### config.mk
export PLATFORM = sky130hd
export DESIGN_NAME = status_change_event_queue_top
export DESIGN_NICKNAME = d
export VERILOG_FILES = /design/src/rtl/sceq_pkg.sv /design/src/rtl/sceq_ring_ram.sv /design/src/rtl/status_change_event_queue_top.sv
export SDC_FILE = /design/constraint.sdc
export NUM_CORES = 2
export LEC_CHECK = 0
export CAP_MARGIN = 10
export CORE_UTILIZATION = 50
export DETAILED_ROUTE_END_ITERATION = 8
export DONT_BUFFER_PORTS = 1
export PLACE_DENSITY = 0.64
export SYNTH_ARGS = -nofsm -noshare
export SYNTH_HDL_FRONTEND = slang
export SYNTH_SLANG_ARGS = --single-unit
### constraint.sdc
create_clock -name aclk -period 9.25 [get_ports aclk]
set_input_delay 0.4625 -clock aclk [delete_from_list [all_inputs] [get_ports aclk]]
set_output_delay 0.4625 -clock aclk [all_outputs]
set_load 0.05 [all_outputs]
### src/rtl/sceq_pkg.sv
package sceq_pkg;

    // Request codes
    localparam logic [1:0] REQ_EMIT = 2'd0;
    localparam logic [1:0] REQ_POP  = 2'd1;
    localparam logic [1:0] REQ_GET  = 2'd2;

    localparam int unsigned SEQ_W   = 32;
    localparam int unsigned TICK_W  = 32;
    localparam int unsigned SPEED_W = 16;
    localparam int unsigned PEND_W  = 5;

    // Link status as recorded in the ring and used for duplicate suppression
    typedef struct packed {
        logic               present;
        logic               initialized;
        logic               link_up;
        logic [SPEED_W-1:0] speed;
    } status_t;

    // One ring entry
    typedef struct packed {
        logic [SEQ_W-1:0]  seq;
        logic [TICK_W-1:0] tick;
        status_t           status;
    } entry_t;

endpackage

### src/rtl/sceq_ring_ram.sv
module sceq_ring_ram #(
    parameter int unsigned DEPTH  = 16,
    parameter int unsigned ADDR_W = $clog2(DEPTH)
) (
    input  logic                 aclk,
    input  logic                 wr_en,
    input  logic [ADDR_W-1:0]    wr_addr,
    input  sceq_pkg::entry_t     wr_data,
    input  logic [ADDR_W-1:0]    rd_addr,
    output sceq_pkg::entry_t     rd_data
);
    import sceq_pkg::*;

    entry_t mem [DEPTH];
    entry_t rd_data_reg;

    // One write port, one registered read port
    always_ff @(posedge aclk) begin
        if (wr_en) begin
            mem[wr_addr] <= wr_data;
        end
        rd_data_reg <= mem[rd_addr];
    end

    assign rd_data = rd_data_reg;

endmodule

### src/rtl/status_change_event_queue_top.sv
// Sequence of states: emit, unused code, or pop/get-after on an empty ring go IDLE then DONE;
// pop goes IDLE, POP, DONE; get-after goes IDLE, SCAN, DONE, scanning 1 to held count entries,
// one entry per cycle through the ring RAM. One word at a time: a new word is taken once
// the previous one has moved to the output register.
// Reset (aresetn low, synchronous) empties the ring and clears sequence, drop and
// last-status state; ring RAM contents are not cleared.
module status_change_event_queue_top #(
    parameter int unsigned QUEUE_DEPTH = 16
) (
    input  logic                           aclk,
    input  logic                           aresetn,

    input  logic                           s_valid,
    output logic                           s_ready,
    input  logic [1:0]                     s_req_type,
    input  logic                           s_dev_present,
    input  logic                           s_dev_initialized,
    input  logic                           s_link_is_up,
    input  logic [sceq_pkg::SPEED_W-1:0]   s_link_speed,
    input  logic [sceq_pkg::TICK_W-1:0]    s_now_tick,
    input  logic [sceq_pkg::SEQ_W-1:0]     s_after_seq,

    output logic                           m_valid,
    input  logic                           m_ready,
    output logic                           m_ok,
    output logic [sceq_pkg::SEQ_W-1:0]     m_entry_seq,
    output logic [sceq_pkg::TICK_W-1:0]    m_entry_tick,
    output logic                           m_entry_present,
    output logic                           m_entry_initialized,
    output logic                           m_entry_link_up,
    output logic [sceq_pkg::SPEED_W-1:0]   m_entry_speed,
    output logic [sceq_pkg::PEND_W-1:0]    m_pending_count,
    output logic [sceq_pkg::SEQ_W-1:0]     m_dropped_total,
    output logic [sceq_pkg::SEQ_W-1:0]     m_latest_sequence
);
    import sceq_pkg::*;

    localparam int unsigned PTR_W = $clog2(QUEUE_DEPTH);
    localparam int unsigned CNT_W = $clog2(QUEUE_DEPTH + 1);
    localparam int unsigned SUM_W = CNT_W + 1;

    localparam logic [1:0] ST_IDLE = 2'd0;
    localparam logic [1:0] ST_POP  = 2'd1;
    localparam logic [1:0] ST_SCAN = 2'd2;
    localparam logic [1:0] ST_DONE = 2'd3;

    function automatic logic [PTR_W-1:0] next_pos(input logic [PTR_W-1:0] p);
        logic [PTR_W-1:0] r;
        if (p == PTR_W'(QUEUE_DEPTH - 1)) begin
            r = '0;
        end else begin
            r = p + PTR_W'(1);
        end
        return r;
    endfunction

    // Control state
    logic [1:0]        state_reg, state_next;
    logic [PTR_W-1:0]  write_pos_reg, write_pos_next;
    logic [PTR_W-1:0]  read_pos_reg, read_pos_next;
    logic [CNT_W-1:0]  held_count_reg, held_count_next;
    logic [SEQ_W-1:0]  drop_counter_reg, drop_counter_next;
    logic [SEQ_W-1:0]  seq_counter_reg, seq_counter_next;
    logic              last_known_reg, last_known_next;
    status_t           last_status_reg, last_status_next;
    logic [PTR_W-1:0]  scan_idx_reg, scan_idx_next;
    logic [CNT_W-1:0]  scan_left_reg, scan_left_next;
    logic              m_valid_reg, m_valid_next;

    // Payload
    logic [SEQ_W-1:0]  cursor_reg, cursor_next;
    logic              res_ok_reg, res_ok_next;
    entry_t            res_entry_reg, res_entry_next;
    logic              m_ok_reg, m_ok_next;
    entry_t            m_entry_reg, m_entry_next;
    logic [PEND_W-1:0] m_pending_reg, m_pending_next;
    logic [SEQ_W-1:0]  m_dropped_reg, m_dropped_next;
    logic [SEQ_W-1:0]  m_latest_reg, m_latest_next;

    // RAM ports
    logic              ram_wr_en;
    entry_t            ram_wr_data;
    logic [PTR_W-1:0]  ram_rd_addr;
    entry_t            ram_rd_data;

    status_t           status_in;
    logic              is_dup;
    logic              is_full;

    sceq_ring_ram #(
        .DEPTH  (QUEUE_DEPTH),
        .ADDR_W (PTR_W)
    ) u_ring (
        .aclk    (aclk),
        .wr_en   (ram_wr_en),
        .wr_addr (write_pos_reg),
        .wr_data (ram_wr_data),
        .rd_addr (ram_rd_addr),
        .rd_data (ram_rd_data)
    );

    assign status_in = '{present:     s_dev_present,
                         initialized: s_dev_initialized,
                         link_up:     s_link_is_up,
                         speed:       s_link_speed};
    assign is_dup  = last_known_reg && (last_status_reg == status_in);
    assign is_full = (held_count_reg == CNT_W'(QUEUE_DEPTH));

    assign ram_wr_data = '{seq:    seq_counter_reg + SEQ_W'(1),
                           tick:   s_now_tick,
                           status: status_in};
    // Oldest entry while idle, scan pointer otherwise
    assign ram_rd_addr = (state_reg == ST_IDLE) ? read_pos_reg : scan_idx_reg;

    assign s_ready = (state_reg == ST_IDLE);

    // Request sequencer
    always_comb begin
        state_next        = state_reg;
        write_pos_next    = write_pos_reg;
        read_pos_next     = read_pos_reg;
        held_count_next   = held_count_reg;
        drop_counter_next = drop_counter_reg;
        seq_counter_next  = seq_counter_reg;
        last_known_next   = last_known_reg;
        last_status_next  = last_status_reg;
        scan_idx_next     = scan_idx_reg;
        scan_left_next    = scan_left_reg;
        cursor_next       = cursor_reg;
        res_ok_next       = res_ok_reg;
        res_entry_next    = res_entry_reg;
        m_ok_next         = m_ok_reg;
        m_entry_next      = m_entry_reg;
        m_pending_next    = m_pending_reg;
        m_dropped_next    = m_dropped_reg;
        m_latest_next     = m_latest_reg;
        m_valid_next      = m_valid_reg && !m_ready;
        ram_wr_en         = 1'b0;

        unique case (state_reg)
            ST_IDLE: begin
                if (s_valid) begin
                    cursor_next    = s_after_seq;
                    res_ok_next    = 1'b0;
                    res_entry_next = '0;
                    state_next     = ST_DONE;
                    unique case (s_req_type)
                        REQ_EMIT: begin
                            if (!is_dup) begin
                                last_known_next  = 1'b1;
                                last_status_next = status_in;
                                ram_wr_en        = 1'b1;
                                seq_counter_next = seq_counter_reg + SEQ_W'(1);
                                write_pos_next   = next_pos(write_pos_reg);
                                res_ok_next      = 1'b1;
                                res_entry_next   = ram_wr_data;
                                // Full ring: overwrite the oldest entry
                                if (is_full) begin
                                    read_pos_next     = next_pos(read_pos_reg);
                                    drop_counter_next = drop_counter_reg + SEQ_W'(1);
                                end else begin
                                    held_count_next = held_count_reg + CNT_W'(1);
                                end
                            end
                        end
                        REQ_POP: begin
                            if (held_count_reg != '0) begin
                                read_pos_next   = next_pos(read_pos_reg);
                                held_count_next = held_count_reg - CNT_W'(1);
                                state_next      = ST_POP;
                            end
                        end
                        REQ_GET: begin
                            if (held_count_reg != '0) begin
                                scan_idx_next  = next_pos(read_pos_reg);
                                scan_left_next = held_count_reg;
                                state_next     = ST_SCAN;
                            end
                        end
                        default: begin
                        end
                    endcase
                end
            end
            ST_POP: begin
                res_ok_next    = 1'b1;
                res_entry_next = ram_rd_data;
                state_next     = ST_DONE;
            end
            ST_SCAN: begin
                // RAM data is the entry whose address was issued in the previous cycle
                priority if (ram_rd_data.seq > cursor_reg) begin
                    res_ok_next    = 1'b1;
                    res_entry_next = ram_rd_data;
                    state_next     = ST_DONE;
                end else if (scan_left_reg == CNT_W'(1)) begin
                    state_next = ST_DONE;
                end else begin
                    scan_left_next = scan_left_reg - CNT_W'(1);
                    scan_idx_next  = next_pos(scan_idx_reg);
                end
            end
            ST_DONE: begin
                // Move result into the output register once it is free
                if (!m_valid_reg || m_ready) begin
                    m_valid_next   = 1'b1;
                    m_ok_next      = res_ok_reg;
                    m_entry_next   = res_entry_reg;
                    m_pending_next = PEND_W'(held_count_reg);
                    m_dropped_next = drop_counter_reg;
                    m_latest_next  = seq_counter_reg;
                    state_next     = ST_IDLE;
                end
            end
            default: begin
                state_next = ST_IDLE;
            end
        endcase
    end

    // Control registers
    always_ff @(posedge aclk) begin
        if (!aresetn) begin
            state_reg        <= ST_IDLE;
            write_pos_reg    <= '0;
            read_pos_reg     <= '0;
            held_count_reg   <= '0;
            drop_counter_reg <= '0;
            seq_counter_reg  <= '0;
            last_known_reg   <= 1'b0;
            last_status_reg  <= '0;
            scan_idx_reg     <= '0;
            scan_left_reg    <= '0;
            m_valid_reg      <= 1'b0;
        end else begin
            state_reg        <= state_next;
            write_pos_reg    <= write_pos_next;
            read_pos_reg     <= read_pos_next;
            held_count_reg   <= held_count_next;
            drop_counter_reg <= drop_counter_next;
            seq_counter_reg  <= seq_counter_next;
            last_known_reg   <= last_known_next;
            last_status_reg  <= last_status_next;
            scan_idx_reg     <= scan_idx_next;
            scan_left_reg    <= scan_left_next;
            m_valid_reg      <= m_valid_next;
        end
    end

    // Payload registers
    always_ff @(posedge aclk) begin
        cursor_reg    <= cursor_next;
        res_ok_reg    <= res_ok_next;
        res_entry_reg <= res_entry_next;
        m_ok_reg      <= m_ok_next;
        m_entry_reg   <= m_entry_next;
        m_pending_reg <= m_pending_next;
        m_dropped_reg <= m_dropped_next;
        m_latest_reg  <= m_latest_next;
    end

    assign m_valid             = m_valid_reg;
    assign m_ok                = m_ok_reg;
    assign m_entry_seq         = m_entry_reg.seq;
    assign m_entry_tick        = m_entry_reg.tick;
    assign m_entry_present     = m_entry_reg.status.present;
    assign m_entry_initialized = m_entry_reg.status.initialized;
    assign m_entry_link_up     = m_entry_reg.status.link_up;
    assign m_entry_speed       = m_entry_reg.status.speed;
    assign m_pending_count     = m_pending_reg;
    assign m_dropped_total     = m_dropped_reg;
    assign m_latest_sequence   = m_latest_reg;

    // Pointer consistency: read_pos + held_count wraps onto write_pos
    logic [SUM_W-1:0] pos_sum;
    logic [SUM_W-1:0] pos_wrap;
    assign pos_sum  = SUM_W'(read_pos_reg) + SUM_W'(held_count_reg);
    assign pos_wrap = (pos_sum >= SUM_W'(QUEUE_DEPTH)) ? pos_sum - SUM_W'(QUEUE_DEPTH)
                                                       : pos_sum;

    a_held_bound: assert property (@(posedge aclk) disable iff (!aresetn)
        held_count_reg <= CNT_W'(QUEUE_DEPTH))
        else $error("held count above ring depth");

    a_ptr_consistent: assert property (@(posedge aclk) disable iff (!aresetn)
        pos_wrap == SUM_W'(write_pos_reg))
        else $error("ring pointers disagree with held count");

    a_scan_nonempty: assert property (@(posedge aclk) disable iff (!aresetn)
        (state_reg == ST_SCAN) |-> (scan_left_reg != '0))
        else $error("scan running with nothing left");

    a_seq_step: assert property (@(posedge aclk) disable iff (!aresetn)
        (s_valid && s_ready && (s_req_type == REQ_EMIT) && !is_dup)
        |=> (seq_counter_reg == $past(seq_counter_reg) + SEQ_W'(1)))
        else $error("recorded emit did not advance sequence");

    a_pop_empty_stays: assert property (@(posedge aclk) disable iff (!aresetn)
        (s_valid && s_ready && (s_req_type == REQ_POP) && (held_count_reg == '0))
        |=> (held_count_reg == '0) && (state_reg == ST_DONE))
        else $error("pop on empty ring changed state");

endmodule
# Word-level counts from Yosys, hierarchy flattened

Memories as Yosys holds them, arrays and structs flattened. A register that Yosys moved wholly into a read port is not among the register bits.
Index checks and enable logic that the tools add are counted.

Register bits: 378
RAM bits: 1328
Input port bits: 89
Output and inout port bits: 155
Logic and storage cells: 133
Memories: 1

Memory list:

| memory     | depth | width | rd ports | clocked after memory_dff | wr ports | line                | RTL |
|---|---|---|---|---|---|---|---|
| u_ring.mem | 16    | 83    | 1        | 1                        | 1        | sceq_ring_ram.sv:14 | `entry_t mem [DEPTH];` |

$add $sub $neg: 8
Order comparisons: 1
Equal/unequal tests: 23
Muxes and demuxes: 47
Bitwise operators: 1
Reductions and logical operators: 20

Operators by type and width:

| kind                  | number |
|---|---|
| $mux 83               | 4 |
| $pmux 83 s3           | 1 |
| $add 32x1->32 const B | 2 |
| $mux 4                | 11 |
| $mux 5                | 8 |
| $gt 32x32->1          | 1 |
| $pmux 5 s2            | 2 |
| $eq 19x19->1          | 1 |
| $ne 2x2->1 const B    | 9 |
| $reduce_and 6->1      | 3 |
| $pmux 4 s2            | 2 |
| $add 4x1->4 const B   | 3 |
| $eq 4x4->1 const B    | 3 |
| $mux 1                | 11 |
| $mux 2                | 5 |
| $sub 5x1->5 const B   | 2 |
| $pmux 2 s4            | 1 |
| $eq 2x2->1 const B    | 3 |
| $reduce_and 3->1      | 2 |
| $add 5x1->5 const B   | 1 |
| $eq 5x1->1 const B    | 1 |
| $eq 5x5->1 const B    | 1 |
| $reduce_and 5->1      | 1 |
| $reduce_bool 5->1     | 1 |
| other kinds (14)      | 21 |

# Longest topological paths before layout

Depth after elaboration: 8
Mapped depth: 11
Gate-level depth less buffers: 10

# By module

From an unflattened synthesis, not the netlist that was laid out.

Cells, all modules: 3505
Area, all modules: 67263.3 um^2

By module, submodules not included:

| module                        | times used | cells each | area each (um^2) | seq. area each (um^2) |
|---|---|---|---|---|
| sceq_ring_ram                 | 1          | 2129       | 51310.5          | 41539.8 |
| status_change_event_queue_top | 1          | 1376       | 15952.8          | 10259.8 |

# Least setup slack after synthesis

No wires, ideal clock.

Kind: register -> register
From: register state_reg[0]
To: memory u_ring.mem[0][0] (netlist bit), enable pin
Setup time: 0.626 ns
Arrival time: 8.463 ns
Required time: 8.624 ns
Slack: 0.161 ns
Stages on the path, launching flop included: 11
Buffers on the path: 3
Clock period less this slack: 9.089 ns
Path through: dfxtp_1 inv_1 ha_1 buf_4 nand2_1 inv_1 o211a_1 clkbuf_1 clkbuf_1 nand2_1 nor3_1

Cells in the longest elaborated chain, start to end: 4

RTL lines:

| item                         | line                                 | RTL |
|---|---|---|
| start, declared              | status_change_event_queue_top.sv:58  | `logic [1:0] state_reg, state_next;` |
| start signal, assigned       | status_change_event_queue_top.sv:236 | `state_reg <= state_next;` |
| $logic_not 2->1              | -                                    |  |
| net s_ready                  | status_change_event_queue_top.sv:14  | `output logic s_ready,` |
| $mux 1                       | status_change_event_queue_top.sv:140 | `unique case (state_reg)` |
| $mux 1                       | sceq_ring_ram.sv:19                  | `if (wr_en) begin` |
| $mux 1 (not written as such) | sceq_ring_ram.sv:20                  | `mem[wr_addr] <= wr_data;` |
| end, declared                | sceq_ring_ram.sv:14                  |  |

The timed path passes the listed nets, and every way through them passes these cells.

# Worst setup path after layout

From: register state_reg[0]
To: memory u_ring.mem[7][69] (netlist bit), enable pin

Cells in the longest elaborated chain, start to end: 4

RTL lines:

| item                         | line |
|---|---|
| $logic_not 2->1              | status_change_event_queue_top.sv:140 |
| $mux 1                       | status_change_event_queue_top.sv:140 |
| $mux 1                       | sceq_ring_ram.sv:19 |
| $mux 1 (not written as such) | sceq_ring_ram.sv:20 |

Every way passes these cells.

==> flow_summary.ini <==
[outcome]
outcome = completed

[cells_and_area]
drive_above_1_share = 0.185
syn2layout_area_growth_pct = 13.4
largest_reg_flops = 1328
nNetsFinal = 4003

[synthesis]
syn_inst = 3687
yosys_most_used_dff = edfxtp_1
netlist.area_leader.share = 0.705
synth_area_per_cell_sq_um = 18.5
synthArstFlopShare = 0
synth_area_leader_cell = edfxtp_1
syn-num-nets = 3829
netlist_area_sq_mm = 0.0681
synthTopCellsByArea = edfxtp_1 70%, mux4_2 11%, dfxtp_1 5.6%
synth_edf_count = 1597
yosysSeqAreaShare = 0.761
synth.distinct_cells = 72
yosys_warnings = 0
ys_ff_latch = 1789

[setup_path]
cp-start-kind = flop
reg2reg_from = state_reg[0]$_SDFFE_PN0P_
rr_endpoint = u_ring.mem[7][69]$_DFFE_PP_
crit_required_ps = 9680
reg2reg_depth = 11
r2r_setup_slack_ps = 4400
cp_max_fo = 37
path_class = reg -> reg
crit_arrival_ps = 5270
critPathLaunch = state_reg[0]$_SDFFE_PN0P_
endpoint = u_ring.mem[7][69]$_DFFE_PP_
critPathCaptureType = flop

[detailed_routing]
drtIter0Drc = 3391
dr.pass1.iters = 7
drt-total-wl_mm = 160
ant_nets = 0
viasPerCell = 5.93
drc = 0
vias = 34400
wl_per_cell_microns = 27.5

[cts]
clock_path_buffers = 3
cts_made_buffers = 179
clk_pin_slew_ps = 60
clk_latency_ps = 820
cts_tree = done
cts-root-buf = clkbuf_16
cts.htree.levels = 4
cts.sinks = 1789

[timing]
hold_viol = 0
final_max_slew_viol_count = 0
rsz0062_at_grt = no
layout_min_cycle_time_ps = 4850
maxSlewHeadroom = 0.187
final-setup-viol-count = 0
finalSetupTns_ps = 0
fmax_mhz = 206
worst_pin_slew_ps = 1220
clock_skew_ps = 40.0
timing.final.crit_share = 0.524

[power_and_ir_drop]
clockPowerShare = 0.362
power_density_mw_per_mm2 = 258
seqPwrFrac = 0.505
power.static_leakage_uw = 0.0249
power.internal_uw = 14700
comb_power_share = 0.133
total_power_uw = 19900
ir_drop_mv = 0.266
p_sw_frac = 0.261
p_sw_uw = 5190

[global_routing]
grt_pass1_vias = 34700
antenna_found_initial = 14
gr-usage-all-layers = 0.235
grt.overflow.total = 0
grt_pass1_wl_mm = 234
grt_max_degree = 167

[die]
die_h_microns = 371
die_area_sq_mm = 0.138
start_util = 0.503
rows = 135
ios = 244
coreArea_sq_mm = 0.135
die_x_microns = 371

[place]
place.gp.congestion = 0.770
hpwl_mm = 82.7
numPortBuffers = 0

[hold_path]
hp-class = in -> reg

[run]
cap_violations = 0
==> worst min path at each step <==
stage	endpoint	slack (ps)	start	cells after the start
after floorplan	m_entry_initialized$_DFFE_PP_	400	res_entry_reg[17]$_DFFE_PP_	0
after global placement	m_entry_tick[1]$_DFFE_PP_	400	res_entry_reg[20]$_DFFE_PP_	0
after detailed placement	m_entry_seq[24]$_DFFE_PP_	410	res_entry_reg[75]$_DFFE_PP_	0
after CTS	state_reg[0]$_SDFFE_PN0P_	50	s_valid	4
after global routing	res_entry_reg[32]$_DFFE_PP_	70	s_now_tick[13]	2
final	res_entry_reg[45]$_DFFE_PP_	110	s_now_tick[26]	2
==> metrics by stage <==
step	std cells	setup WS, ps	util	area (sq um)	hold WS, ps
CTS	5795	4320	0.570	77200	51.7
global route	5801	4130	0.571	77200	71.1
global placement	5369	4420	0.520	70400	402
detailed placement	5369	4350	0.520	70400	405
floorplan	3687	161	-	68100	400
finish	5803	4400	0.571	77200	109
==> power by group through the flow <==
stage / Sequential (uW) / Combinational, uW / Clock (uW)
after global routing: 10100 / 2890 / 7620
after CTS: 10100 / 2700 / 7320
final: 10000 / 2640 / 7200
after detailed placement: 10200 / 2590 / 0
after global placement: 10200 / 2580 / 0
after floorplan: 10100 / 1910 / 0
==> layer usage <==
layer / vias to the layer above / wire length [microns] / track usage
met4: 4 / 3490 / 0.0642
li1: 14900 / - / -
met1: 18000 / 67800 / 0.329
met2: 1253 / 77300 / 0.377
met3: 235 / 11000 / 0.0452
met5: - / 20 / 0
==> synth_stat cells, types with 18 or more instances <==
cell,instances
nor2_1,84
buf_2,43
edfxtp_1,1597
o21ai_0,94
nand3_1,34
mux4_2,332
ha_1,52
nand2_1,421
nor3_1,31
a31oi_1,87
dfxtp_1,192
xnor2_1,49
a22o_1,18
buf_4,23
a21oi_1,58
inv_1,64
and2_1,86
a211oi_1,85
buf_1,21
clkbuf_1,99
xor2_1,42
==> logic make-up after synthesis <==
kind of cell	count (synthesis)	synth area share
buffers and inverters	255	0.0165
adders and majority gates	53	0.00985
xor gates and xnor gates	91	0.0117
AOI/OAI and AO/OA	386	0.0362
muxes	352	0.113
and+or+nand+nor	761	0.0517
DFF	1789	0.761
==> final cells by class <==
class                   count  area (sq um)
diodes                      4          10.0
clock buffers             243          4920
clock inverters            95           968
fillers                 10000         58100
inverters                  64           241
multi-input cells        1643         15400
flip-flops and latches   1789         51800
well taps                1781          2230
repair buffers            184          1670
==> worst max-delay path, stage by stage, from the launching register on <==
cell	delay [ps]
dfxtp_1	330
inv_1	140
ha_1	170
buf_4	340
nand2_1	170
inv_2	80
buf_4	460
o211a_2	350
nand2_1	260
nor2_4	710
buf_4	780
buf_4	590
==> placed cells by master, fill, tap and decap left out, types with 18 or more instances in the layout <==
cell | netlist | final
edfxtp_1 | 1597 | 1597
nand2_1 | 421 | 421
mux4_2 | 332 | 332
dfxtp_1 | 192 | 192
clkbuf_16 | 0 | 181
o21ai_0 | 94 | 94
buf_4 | 23 | 91
a31oi_1 | 87 | 87
dlygate4sd3_1 | 0 | 87
and2_1 | 86 | 86
a211oi_1 | 85 | 85
nor2_1 | 84 | 72
inv_1 | 64 | 62
a21oi_1 | 58 | 58
ha_1 | 52 | 51
xnor2_1 | 49 | 48
clkbuf_1 | 99 | 46
xor2_1 | 42 | 41
nand3_1 | 34 | 34
clkinv_1 | 0 | 33
clkinv_2 | 0 | 30
nor3_1 | 31 | 27
a22o_1 | 18 | 18
==> what timing repair did <==
| action | 4_1_cts | 5_1_grt |
|---|---|---|
| setup buffers | 0 | 0 |
| hold endpoints to repair | 956 | 0 |
| hold buffers | 88 | 0 |
| gates resized for setup | 0 | 0 |
(Power assumes the default switching activity.)
